## src/rtl/core/ipv4lpm_pkg.sv

```systemverilog
// ----------------------------------------------------------------------------
// ipv4lpm_pkg
// Shared types and codes for the IPv4 longest-prefix forwarding block.
// ----------------------------------------------------------------------------
package ipv4lpm_pkg;

    // Address and field widths fixed by the datagram format.
    localparam int ADDR_W  = 32;
    localparam int LEN_W   = 6;
    localparam int IFACE_W = 4;
    localparam int TTL_W   = 8;

    // Longest legal prefix length.
    localparam logic [LEN_W-1:0] MAX_LEN = LEN_W'(32);

    // Result codes carried on the status field.
    typedef enum logic [2:0] {
        ST_FORWARDED   = 3'd0,
        ST_NO_ROUTE    = 3'd1,
        ST_TTL_EXPIRED = 3'd2,
        ST_ADDED       = 3'd3,
        ST_FULL        = 3'd4
    } status_t;

    // Command codes on the command field.
    typedef enum logic {
        CMD_ADD   = 1'b0,
        CMD_ROUTE = 1'b1
    } command_t;

    // Sequencer states.
    typedef enum logic [2:0] {
        S_IDLE,
        S_ADD,
        S_SCAN,
        S_DRAIN,
        S_RESOLVE,
        S_DONE
    } state_t;

    // One stored route.
    typedef struct packed {
        logic [ADDR_W-1:0]  prefix;
        logic [LEN_W-1:0]   length;
        logic               hop_valid;
        logic [ADDR_W-1:0]  hop_addr;
        logic [IFACE_W-1:0] iface;
    } route_entry_t;

endpackage

```

## src/rtl/core/ipv4lpm_table.sv

```systemverilog
// ----------------------------------------------------------------------------
// ipv4lpm_table
// Route table memory: one write port, one read port with registered data.
// ----------------------------------------------------------------------------
module ipv4lpm_table
    import ipv4lpm_pkg::*;
#(
    parameter int DEPTH = 64,
    parameter int IDX_W = 6
)
(
    input  logic             clk,
    input  logic             we,
    input  logic [IDX_W-1:0] waddr,
    input  route_entry_t     wdata,
    input  logic             re,
    input  logic [IDX_W-1:0] raddr,
    output route_entry_t     rdata
);

    route_entry_t mem [DEPTH];
    route_entry_t rdata_reg;

    // Write port.
    always_ff @(posedge clk)
    begin
        if (we)
        begin
            mem[waddr] <= wdata;
        end
    end

    // Read port, data registered.
    always_ff @(posedge clk)
    begin
        if (re)
        begin
            rdata_reg <= mem[raddr];
        end
    end

    assign rdata = rdata_reg;

endmodule

```

## src/rtl/core/ipv4lpm_match.sv

```systemverilog
// ----------------------------------------------------------------------------
// ipv4lpm_match
// Shared compare unit: tests one route against the destination and decides
// whether it beats the best match found so far.
// ----------------------------------------------------------------------------
module ipv4lpm_match
    import ipv4lpm_pkg::*;
(
    input  logic [ADDR_W-1:0] dest,
    input  route_entry_t      entry,
    input  logic              best_found,
    input  logic [LEN_W-1:0]  best_len,
    output logic              take
);

    logic [ADDR_W-1:0] mask;
    logic              hit;

    // A length of zero gives an empty mask; a length of 32 covers every bit.
    assign mask = ~({ADDR_W{1'b1}} >> entry.length);
    assign hit  = ((dest ^ entry.prefix) & mask) == '0;

    // Strictly longer wins, so the earliest of equal lengths is kept.
    assign take = hit && (!best_found || (entry.length > best_len));

endmodule

```

## src/rtl/core/ipv4_longest_prefix_router.sv

```systemverilog
// ----------------------------------------------------------------------------
// ipv4_longest_prefix_router
// IPv4 forwarding with an appendable route table and longest-prefix lookup.
// ----------------------------------------------------------------------------
//   Channel   Signals                               Beat
//   in        in_valid / in_stall + 8 fields        one add or route command
//   out       out_valid / out_stall + 4 fields      one result per command
//
// An add runs S_ADD then S_DONE; a route runs S_SCAN, S_DRAIN, S_RESOLVE
// and S_DONE (S_RESOLVE and S_DONE alone with an empty table): the sequencer
// reads one table entry per cycle through the single memory read port into
// the shared compare unit. in_stall is high while a command is in work; a
// result held by out_stall does not block the next beat, which waits only
// when its own result is ready. Reset clears the control registers only.
// ----------------------------------------------------------------------------
module ipv4_longest_prefix_router
    import ipv4lpm_pkg::*;
#(
    parameter int TABLE_DEPTH    = 64,
    parameter int NUM_INTERFACES = 16
)
(
    input  logic                clk,
    input  logic                rst_n,
    input  logic                in_valid,
    output logic                in_stall,
    input  logic                command,
    input  logic [ADDR_W-1:0]   route_prefix_in,
    input  logic [LEN_W-1:0]    route_length_in,
    input  logic                has_next_hop,
    input  logic [ADDR_W-1:0]   next_hop_in,
    input  logic [IFACE_W-1:0]  interface_in,
    input  logic [ADDR_W-1:0]   dest_addr,
    input  logic [TTL_W-1:0]    ttl_in,
    output logic                out_valid,
    input  logic                out_stall,
    output logic [2:0]          status,
    output logic [IFACE_W-1:0]  out_interface,
    output logic [ADDR_W-1:0]   hop_addr_out,
    output logic [TTL_W-1:0]    ttl_out
);

    localparam int IDX_W = (TABLE_DEPTH > 1) ? $clog2(TABLE_DEPTH) : 1;
    localparam int CNT_W = $clog2(TABLE_DEPTH + 1);
    localparam logic [CNT_W-1:0] FULL_COUNT = CNT_W'(TABLE_DEPTH);
    localparam logic [8:0]       IFACE_LIMIT = 9'(NUM_INTERFACES);

    // Control state.
    state_t           state_reg, state_next;
    logic [CNT_W-1:0] count_reg;
    logic [IDX_W-1:0] idx_reg;
    logic             rd_pend_reg;
    logic             found_reg;
    logic             out_valid_reg;

    // Latched command and working payload.
    route_entry_t       add_entry_reg;
    logic [ADDR_W-1:0]  dest_reg;
    logic [TTL_W-1:0]   ttl_reg;
    route_entry_t       best_reg;
    status_t            res_status_reg, res_status_next;
    logic [IFACE_W-1:0] res_iface_reg, res_iface_next;
    logic [ADDR_W-1:0]  res_hop_reg, res_hop_next;
    logic [TTL_W-1:0]   res_ttl_reg, res_ttl_next;
    status_t            out_status_reg;
    logic [IFACE_W-1:0] out_iface_reg;
    logic [ADDR_W-1:0]  out_hop_reg;
    logic [TTL_W-1:0]   out_ttl_reg;

    // Sequencer outputs.
    logic in_accept;
    logic table_full;
    logic mem_we;
    logic mem_re;
    logic scan_last;
    logic out_load;
    logic take;

    route_entry_t rd_entry;
    route_entry_t new_entry;

    assign in_accept  = in_valid && !in_stall;
    assign table_full = (count_reg == FULL_COUNT);
    assign scan_last  = ((CNT_W'(idx_reg) + CNT_W'(1)) == count_reg);

    // Entry built from the input beat, length saturated to 32.
    always_comb
    begin
        new_entry.prefix    = route_prefix_in;
        new_entry.length    = (route_length_in > MAX_LEN) ? MAX_LEN : route_length_in;
        new_entry.hop_valid = has_next_hop;
        new_entry.hop_addr  = next_hop_in;
        new_entry.iface     = interface_in;
    end

    ipv4lpm_table #(
        .DEPTH (TABLE_DEPTH),
        .IDX_W (IDX_W)
    ) u_table (
        .clk   (clk),
        .we    (mem_we),
        .waddr (count_reg[IDX_W-1:0]),
        .wdata (add_entry_reg),
        .re    (mem_re),
        .raddr (idx_reg),
        .rdata (rd_entry)
    );

    ipv4lpm_match u_match (
        .dest       (dest_reg),
        .entry      (rd_entry),
        .best_found (found_reg),
        .best_len   (best_reg.length),
        .take       (take)
    );

    // Next-state logic.
    always_comb
    begin
        state_next = state_reg;
        case (state_reg)
            S_IDLE:
            begin
                if (in_valid)
                begin
                    if (command == CMD_ADD)
                    begin
                        state_next = S_ADD;
                    end
                    else if (count_reg == '0)
                    begin
                        state_next = S_RESOLVE;
                    end
                    else
                    begin
                        state_next = S_SCAN;
                    end
                end
            end
            S_ADD:
            begin
                state_next = S_DONE;
            end
            S_SCAN:
            begin
                if (scan_last)
                begin
                    state_next = S_DRAIN;
                end
            end
            S_DRAIN:
            begin
                state_next = S_RESOLVE;
            end
            S_RESOLVE:
            begin
                state_next = S_DONE;
            end
            S_DONE:
            begin
                if (!out_valid_reg || !out_stall)
                begin
                    state_next = S_IDLE;
                end
            end
            default:
            begin
                state_next = S_IDLE;
            end
        endcase
    end

    // Sequencer outputs.
    always_comb
    begin
        in_stall = (state_reg != S_IDLE);
        mem_we   = (state_reg == S_ADD) && !table_full;
        mem_re   = (state_reg == S_SCAN);
        out_load = (state_reg == S_DONE) && (!out_valid_reg || !out_stall);
    end

    // Result of the finished command.
    always_comb
    begin
        res_status_next = res_status_reg;
        res_iface_next  = res_iface_reg;
        res_hop_next    = res_hop_reg;
        res_ttl_next    = res_ttl_reg;
        case (state_reg)
            S_ADD:
            begin
                res_status_next = table_full ? ST_FULL : ST_ADDED;
                res_iface_next  = '0;
                res_hop_next    = '0;
                res_ttl_next    = '0;
            end
            S_RESOLVE:
            begin
                res_iface_next = '0;
                res_hop_next   = '0;
                res_ttl_next   = '0;
                if (!found_reg || ({5'd0, best_reg.iface} >= IFACE_LIMIT))
                begin
                    res_status_next = ST_NO_ROUTE;
                end
                else if (ttl_reg <= TTL_W'(1))
                begin
                    res_status_next = ST_TTL_EXPIRED;
                end
                else
                begin
                    res_status_next = ST_FORWARDED;
                    res_iface_next  = best_reg.iface;
                    res_hop_next    = best_reg.hop_valid ? best_reg.hop_addr : dest_reg;
                    res_ttl_next    = ttl_reg - TTL_W'(1);
                end
            end
            default:
            begin
            end
        endcase
    end

    // Control registers.
    always_ff @(posedge clk or negedge rst_n)
    begin
        if (!rst_n)
        begin
            state_reg     <= S_IDLE;
            count_reg     <= '0;
            idx_reg       <= '0;
            rd_pend_reg   <= 1'b0;
            found_reg     <= 1'b0;
            out_valid_reg <= 1'b0;
        end
        else
        begin
            state_reg   <= state_next;
            rd_pend_reg <= mem_re;
            if (mem_we)
            begin
                count_reg <= count_reg + CNT_W'(1);
            end
            if (in_accept)
            begin
                idx_reg   <= '0;
                found_reg <= 1'b0;
            end
            else
            begin
                if (mem_re)
                begin
                    idx_reg <= idx_reg + IDX_W'(1);
                end
                if (rd_pend_reg && take)
                begin
                    found_reg <= 1'b1;
                end
            end
            if (out_load)
            begin
                out_valid_reg <= 1'b1;
            end
            else if (!out_stall)
            begin
                out_valid_reg <= 1'b0;
            end
        end
    end

    // Payload registers.
    always_ff @(posedge clk)
    begin
        if (in_accept)
        begin
            add_entry_reg <= new_entry;
            dest_reg      <= dest_addr;
            ttl_reg       <= ttl_in;
        end
        if (rd_pend_reg && take)
        begin
            best_reg <= rd_entry;
        end
        res_status_reg <= res_status_next;
        res_iface_reg  <= res_iface_next;
        res_hop_reg    <= res_hop_next;
        res_ttl_reg    <= res_ttl_next;
        if (out_load)
        begin
            out_status_reg <= res_status_reg;
            out_iface_reg  <= res_iface_reg;
            out_hop_reg    <= res_hop_reg;
            out_ttl_reg    <= res_ttl_reg;
        end
    end

    assign out_valid     = out_valid_reg;
    assign status        = out_status_reg;
    assign out_interface = out_iface_reg;
    assign hop_addr_out  = out_hop_reg;
    assign ttl_out       = out_ttl_reg;

endmodule

```

## config.mk

```make
export PLATFORM = sky130hd
export DESIGN_NAME = ipv4_longest_prefix_router
export DESIGN_NICKNAME = d
export VERILOG_FILES = /design/src/rtl/core/ipv4lpm_pkg.sv /design/src/rtl/core/ipv4lpm_table.sv /design/src/rtl/core/ipv4lpm_match.sv /design/src/rtl/core/ipv4_longest_prefix_router.sv
export SDC_FILE = /design/constraint.sdc
export NUM_CORES = 2
export LEC_CHECK = 0
export BUFFER_PORTS_ARGS = -buffer_cell sky130_fd_sc_hd__buf_4
export CAP_MARGIN = 20
export CORE_UTILIZATION = 60
export CTS_CLUSTER_SIZE = 16
export DETAILED_ROUTE_END_ITERATION = 8
export GPL_ROUTABILITY_DRIVEN = 0
export PLACE_DENSITY = 0.74
export SLEW_MARGIN = 20
export SYNTH_ARGS = -nofsm -noshare
export SYNTH_HDL_FRONTEND = slang
export SYNTH_MEMORY_MAX_BITS = 65536
export SYNTH_SLANG_ARGS = --single-unit
```

## constraint.sdc

```tcl
create_clock -name clk -period 26.5 [get_ports clk]
set_input_delay 5.3 -clock clk [delete_from_list [all_inputs] [get_ports clk]]
set_output_delay 5.3 -clock clk [all_outputs]
set_load 0.01 [all_outputs]
```

# --- Word-level counts from Yosys, hierarchy flattened ---
# Memories as Yosys holds them, arrays and structs flattened. A register that Yosys moved wholly into a read port is not among the register bits.
# Cells that the tools add are included.
op_classes:
  n_lt_le_gt_ge: 3
  muxes: 28
  bitwise: 3
  shift: 1
  eq_ne: 11
  addsub: 4
  reduce_logical: 21
op_table:
  columns: ["op", "n"]
  rows:
  - ["32-bit two-way mux", 3]
  - ["32-bit one-hot mux with 2 select lines", 1]
  - ["32-bit AND", 1]
  - ["32-bit logical NOT", 1]
  - ["32-bit NOT", 1]
  - ["32-bit by 6-bit >> shifter with 32-bit output, first input constant", 1]
  - ["32-bit XOR", 1]
  - ["3-bit two-way mux", 6]
  - ["8-bit two-way mux", 2]
  - ["8-bit one-hot mux with 2 select lines", 1]
  - ["3-bit one-hot mux with 5 select lines", 1]
  - ["6-bit two-way mux", 2]
  - ["8-bit by 1-bit less-or-equal comparator with 1-bit output, second input constant", 1]
  - ["4-bit two-way mux", 2]
  - ["4-bit one-hot mux with 2 select lines", 1]
  - ["8-bit by 1-bit subtractor with 8-bit output, second input constant", 1]
  - ["6-bit by 1-bit adder with 7-bit output, second input constant", 1]
  - ["7-bit by 1-bit adder with 7-bit output, second input constant", 1]
  - ["7-bit == test", 1]
  - ["7-bit == test, second input constant", 1]
  - ["7-bit logical NOT", 1]
  - ["6-bit by 1-bit adder with 6-bit output, second input constant", 1]
  - ["3-bit by 2-bit == test with 1-bit output, second input constant", 2]
  - ["3-bit == test, second input constant", 2]
  - ["other kinds (16)", 35]
word_totals:
  reg_bits: 271
  ram_bits: 4800
  n_memories: 1
  out_inout_bits: 49
  wordCells: 97
memory_table:
  columns: ["memory", "depth", "word_bits", "read_ports", "rd_clocked_by_memory_dff", "write_ports", "line_no", "rtl"]
  rows:
  - ["u_table.mem", 64, 75, 1, 1, 1, "ipv4lpm_table.sv:21", "route_entry_t mem [DEPTH];"]

# --- Longest topological paths before layout ---
logic_depth:
  ltp_word: 8
  mapped_depth: 9
  depth_no_buf: 7

# --- Modules after synthesis ---
# A second synthesis with hierarchy kept.
unflattened:
  cells_unflattened: 8225
  hier_area_um2: 193647.0
modules_own_cells:
  columns: ["mod", "seq_area_each_um2", "cells_each", "area_each_um2", "instances"]
  rows:
  - ["ipv4lpm_table", 146390.4, 7605, 183302.1, 1]
  - ["ipv4_longest_prefix_router", 8042.7, 496, 9484.1, 1]
  - ["ipv4lpm_match", 0.0, 124, 860.8, 1]

# --- Worst setup path before layout ---
# OpenSTA, ideal clock, no wires.
synth_timing:
  path_type: "input -> register"
  start: "in out_stall"
  end: "reg out_hop_reg[0], in the netlist hop_addr_out[0], enable pin"
  t_arrival_ns: 8.918
  cell_stages: 3
  t_required_ns: 25.981
  setup_ns: 0.519
  setup_slack_ns: 17.063
  path_buffers: 0
  cell_sequence: "nand2_1 > nand2_1 > nor3b_1"
synth_between:
  elab_chain_len: 3
synth_lines:
  columns: ["item", "line_no", "rtl"]
  rows:
  - ["start: declaration", "ipv4_longest_prefix_router.sv:36", "input logic out_stall,"]
  - ["1-bit logical NOT", null, null]
  - ["1-bit logical OR", "ipv4_longest_prefix_router.sv:179", "out_load = (state_reg == S_DONE) && (!out_valid_reg || !out_stall);"]
  - ["1-bit logical AND", "ipv4_longest_prefix_router.sv:179", null]
  - ["named net out_load", "ipv4_longest_prefix_router.sv:76", "logic out_load;"]
  - ["end signal: assignment", "ipv4_longest_prefix_router.sv:292", "out_hop_reg <= res_hop_reg;"]
  - ["end: declaration", "ipv4_longest_prefix_router.sv:67", "logic [ADDR_W-1:0] out_hop_reg;"]
# The timed path passes the listed nets, and every way through them passes these cells.
# A chain may end at the register's enable or synchronous reset.

# --- Worst setup path after layout ---
layout_timing:
  start: "reg state_reg[1]"
  end: "out in_stall"
layout_between:
  elab_chain_len: 1
layout_lines:
  columns: ["item", "line_no", "rtl"]
  rows:
  - ["start: declaration", "ipv4_longest_prefix_router.sv:49", "state_t state_reg, state_next;"]
  - ["start signal: assignment", "ipv4_longest_prefix_router.sv:238", "state_reg <= state_next;"]
  - ["3-bit nonzero test", "ipv4_longest_prefix_router.sv:176", "in_stall = (state_reg != S_IDLE);"]
  - ["end: declaration", "ipv4_longest_prefix_router.sv:26", "output logic in_stall,"]
# No other way between the ends.

==> run summary <==
The flow ran to the end, and the final reports show no timing, DRC or antenna violations. After clock tree synthesis, the repair step resized 0 gates. In this run the remaining antenna-violating nets after routing total 0.

The final-layout worst hold slack was 418 ps. The run gives 208 as the total number of placement rows. For the worst setup path, the data required time is 21,200 ps.

Detailed placement ended at an HPWL of 264,000 um. Dividing the synthesized area by the synthesized cell count gives 25.2 um2. The largest buffer count on any clock path was 4; the overall die width was 570 um. For this run, the post-layout net count is 8,379.

The number of antenna violations at the first check in global routing is 13, and the post-detailed-route via-to-cell ratio is 7.32. Sequential cells were found to cover 79.7% of the synthesized design area. Setup repair after global routing left no endpoint under its margin.

Port buffering added 168 buffers. Counting every instance in the synthesized netlist gives 7,684. The tools report the summed instance area of the synthesized netlist as 194,000 um2.

In this run the power density over the cells is 95.1 nW/um2. After synthesis, the largest family of logic cells by area is multiplexers. The worst pin sits at a relative slew slack of 14.2%. The tools report the total number of clock tree sinks as 5,146. Across every metal layer, demand over resource in global routing totals 34.2%. The number of buffers created by CTS is 479, and the area fraction of the dominant cell type after synthesis is 79.4%. For the post-route DRC violation count, the log shows 0.

The tools report the number of DRC markers in iteration 0 as 16,500. The final routed wire length divided by cell count is 42.6 um, and the number of ports placed on the die boundary is 169. The die is 570 um tall. The clock-pin slew on the worst setup and hold paths was 60 ps. The clock latency on the worst-skew pair was 1040 ps; the final period demand of the worst path was 7550 ps.

Setup violations remaining at the end of the flow were counted as 0. The count of pins over their slew limit is 0, and the first-pass GRT wire length is 751,000 um. The share of post-route cells with drive strength above 1 is 31.7%.

For the final database, setup skew stands at 43.0 ps. In the synthesized netlist, mux cells make up 17.6% of the area. For this configuration, the core starts out at a cell density of 60.3%.

Area fraction in compound gates after synthesis: 0.807%. Capturing element type of the critical path: an output pin. In this run the number of H-tree levels came out at 5. Maximum number of pins on one net before global-route repair: 154. The static power due to leakage came out at 65.8 nW. TritonCTS built the clock tree. The worst min-delay path category was reg -> reg. Counting distinct cell types in the post-synthesis netlist gives 55. The max-capacitance violation count was 0.

The async set or reset register ratio after synthesis came out at 0.369%. The maximum resistive drop on vdd came out at 85.9 uV. The worst-margin pin slew works out to 1290 ps.

The run gives 552,000 um as the total length of routed wires. The biggest area contributor in the post-synthesis netlist is edfxtp_1. The post-placement cell area is 202,000 um2, and the post-synthesis share of cell area spent on full adders, half adders and majority gates is 0.0710%. Static timing analysis puts the maximum clock frequency at 133 MHz. In the finished design, the share of the clock period the worst path needs comes to 28.5%. The register with the most flip-flops in the layout has 4,800 of them.

The post-synthesis share of cell area spent on and, or, nand and nor gates is 0.673%, and the core area is 321,000 um2. After synthesis, the cell types taking the most area are edfxtp_1, mux4_2, a22oi_1, clkbuf_1, buf_2. The number of vias in the routed layout was 94,900. Clock tree root buffer cell: clkbuf_16. Setup total negative slack on the finished layout was measured at 0 ps. The number of hold buffers added after CTS was 0. In the synthesized netlist the dominant register cell turns out to be edfxtp_1. Cells fill 67.7% of the core in the end. Area added between synthesis and finish: 12.3%. In this run the worst path has a maximum fanout of 14. For the number of failing hold endpoints at the final stage, the log shows 0. Yosys instantiated no cell more often than edfxtp_1. After synthesis, the most frequently instantiated cells are edfxtp_1, mux4_2, clkbuf_1, a22oi_1, nor2_1. The run gives 325,000 um2 as the die outline area. Global routing finished with a remaining overflow of 0.

In this run the post-CTS setup repair buffer count came out at 0. The number of synthesized register bits works out to 5,146. Data arrives at the worst endpoint at 2250 ps. The design draws 0.0207 W.

The setup path with the least slack is of type reg -> out. In this run, synthesis inferred 5,127 flip-flops with an integrated enable. The number of nets in the synthesized netlist is 7,815. STA classifies the critical path startpoint as a register.

The logs give 0 for the number of warnings issued by yosys and 218,000 um2 for the post-layout instance area. The number of global-route vias before repair was 94,600. For this run, the detailed router's first-pass iteration total came to 8. Of the total synthesized cell area, the portion taken by XOR and XNOR cells is 0.240%.
-- worst max-delay path, cell delays in order, from the launching register on --
cell and delay (ps):
dfrtp_1 490, inv_1 430, nand2_1 110, buf_4 170
-- final cells by class --
type                    instances  area [um2]
repair buffers                483        3860
clock inverters               297        2970
inverters                      18        75.1
diodes                          6        15.0
flip-flops and latches       5146      154000
well taps                    4305        5390
multi-input cells            2120       38200
clock buffers                 590       12600
fillers                     18700      104000
-- routing by layer --
metal  wire, um  part of all wire [%]  global-route usage (%)  vias up
met3      73200                    13                    8.01     1830
met4      37900                   6.9                    19.5       12
li1           -                     -                       -    34600
met2     262000                    47                    53.4     8647
met5         88                 0.016                       0        -
met1     179000                    32                    44.8    49800
-- stage by stage --
stage,std cells,worst slack [ps]
after floorplan,7684,17060
after detailed placement,12100,18980
after global routing,13000,18870
after CTS,13000,18960
after global placement,12100,19050
final,13000,18950
-- cells by family after synthesis --
group	after synthesis
compound gates	215
simple gates	306
buf+inv	418
flops	5146
xor+xnor	53
fa+ha+maj	11
mux	1535
-- final timing paths --
| path | startpoint | to | slack (ps) | cells past startpoint |
|---|---|---|---|---|
| setup reg to reg | idx_reg[0] | u_table.rdata[34] | 19910 | 9 |
| min in group asynchronous | rst_n | out_valid | 4130 | 1 |
| hold reg to reg | u_table.rdata[1] | best_reg[1] | 420 | 0 |
| setup / recovery | state_reg[1] | in_stall | 18950 | 3 |
| hold / removal | u_table.rdata[1] | best_reg[1] | 420 | 0 |
| max in group asynchronous | rst_n | idx_reg[0] | 22100 | 1 |
-- placed cells by master, fill, tap and decap left out, drive strengths merged, types with 8 or more instances in the layout --
cell type / n
ha: 11
nor2b: 10
nor2: 132
a21oi: 13
mux4: 1500
mux2i: 34
inv: 34
clkbuf: 590
dfrtp: 19
a22oi: 150
nand2: 109
clkinv: 214
nor3: 8
buf: 483
xor2: 17
nand3: 12
clkinvlp: 10
edfxtp: 5127
xnor2: 36
o21ai: 16
bufinv: 57
-- power breakdown --
part | total [W] | internal [W] | leakage (nW) | switching [W]
Clock | 0.00693 | 0.00393 | 7.64 | 0.00300
Combinational | 0.00416 | 0.00182 | 11.7 | 0.00234
Sequential | 0.00959 | 0.00942 | 46.4 | 0.000165
Total | 0.0207 | 0.0152 | 65.8 | 0.00551
Note: power is estimated with default switching activity, not from simulation.
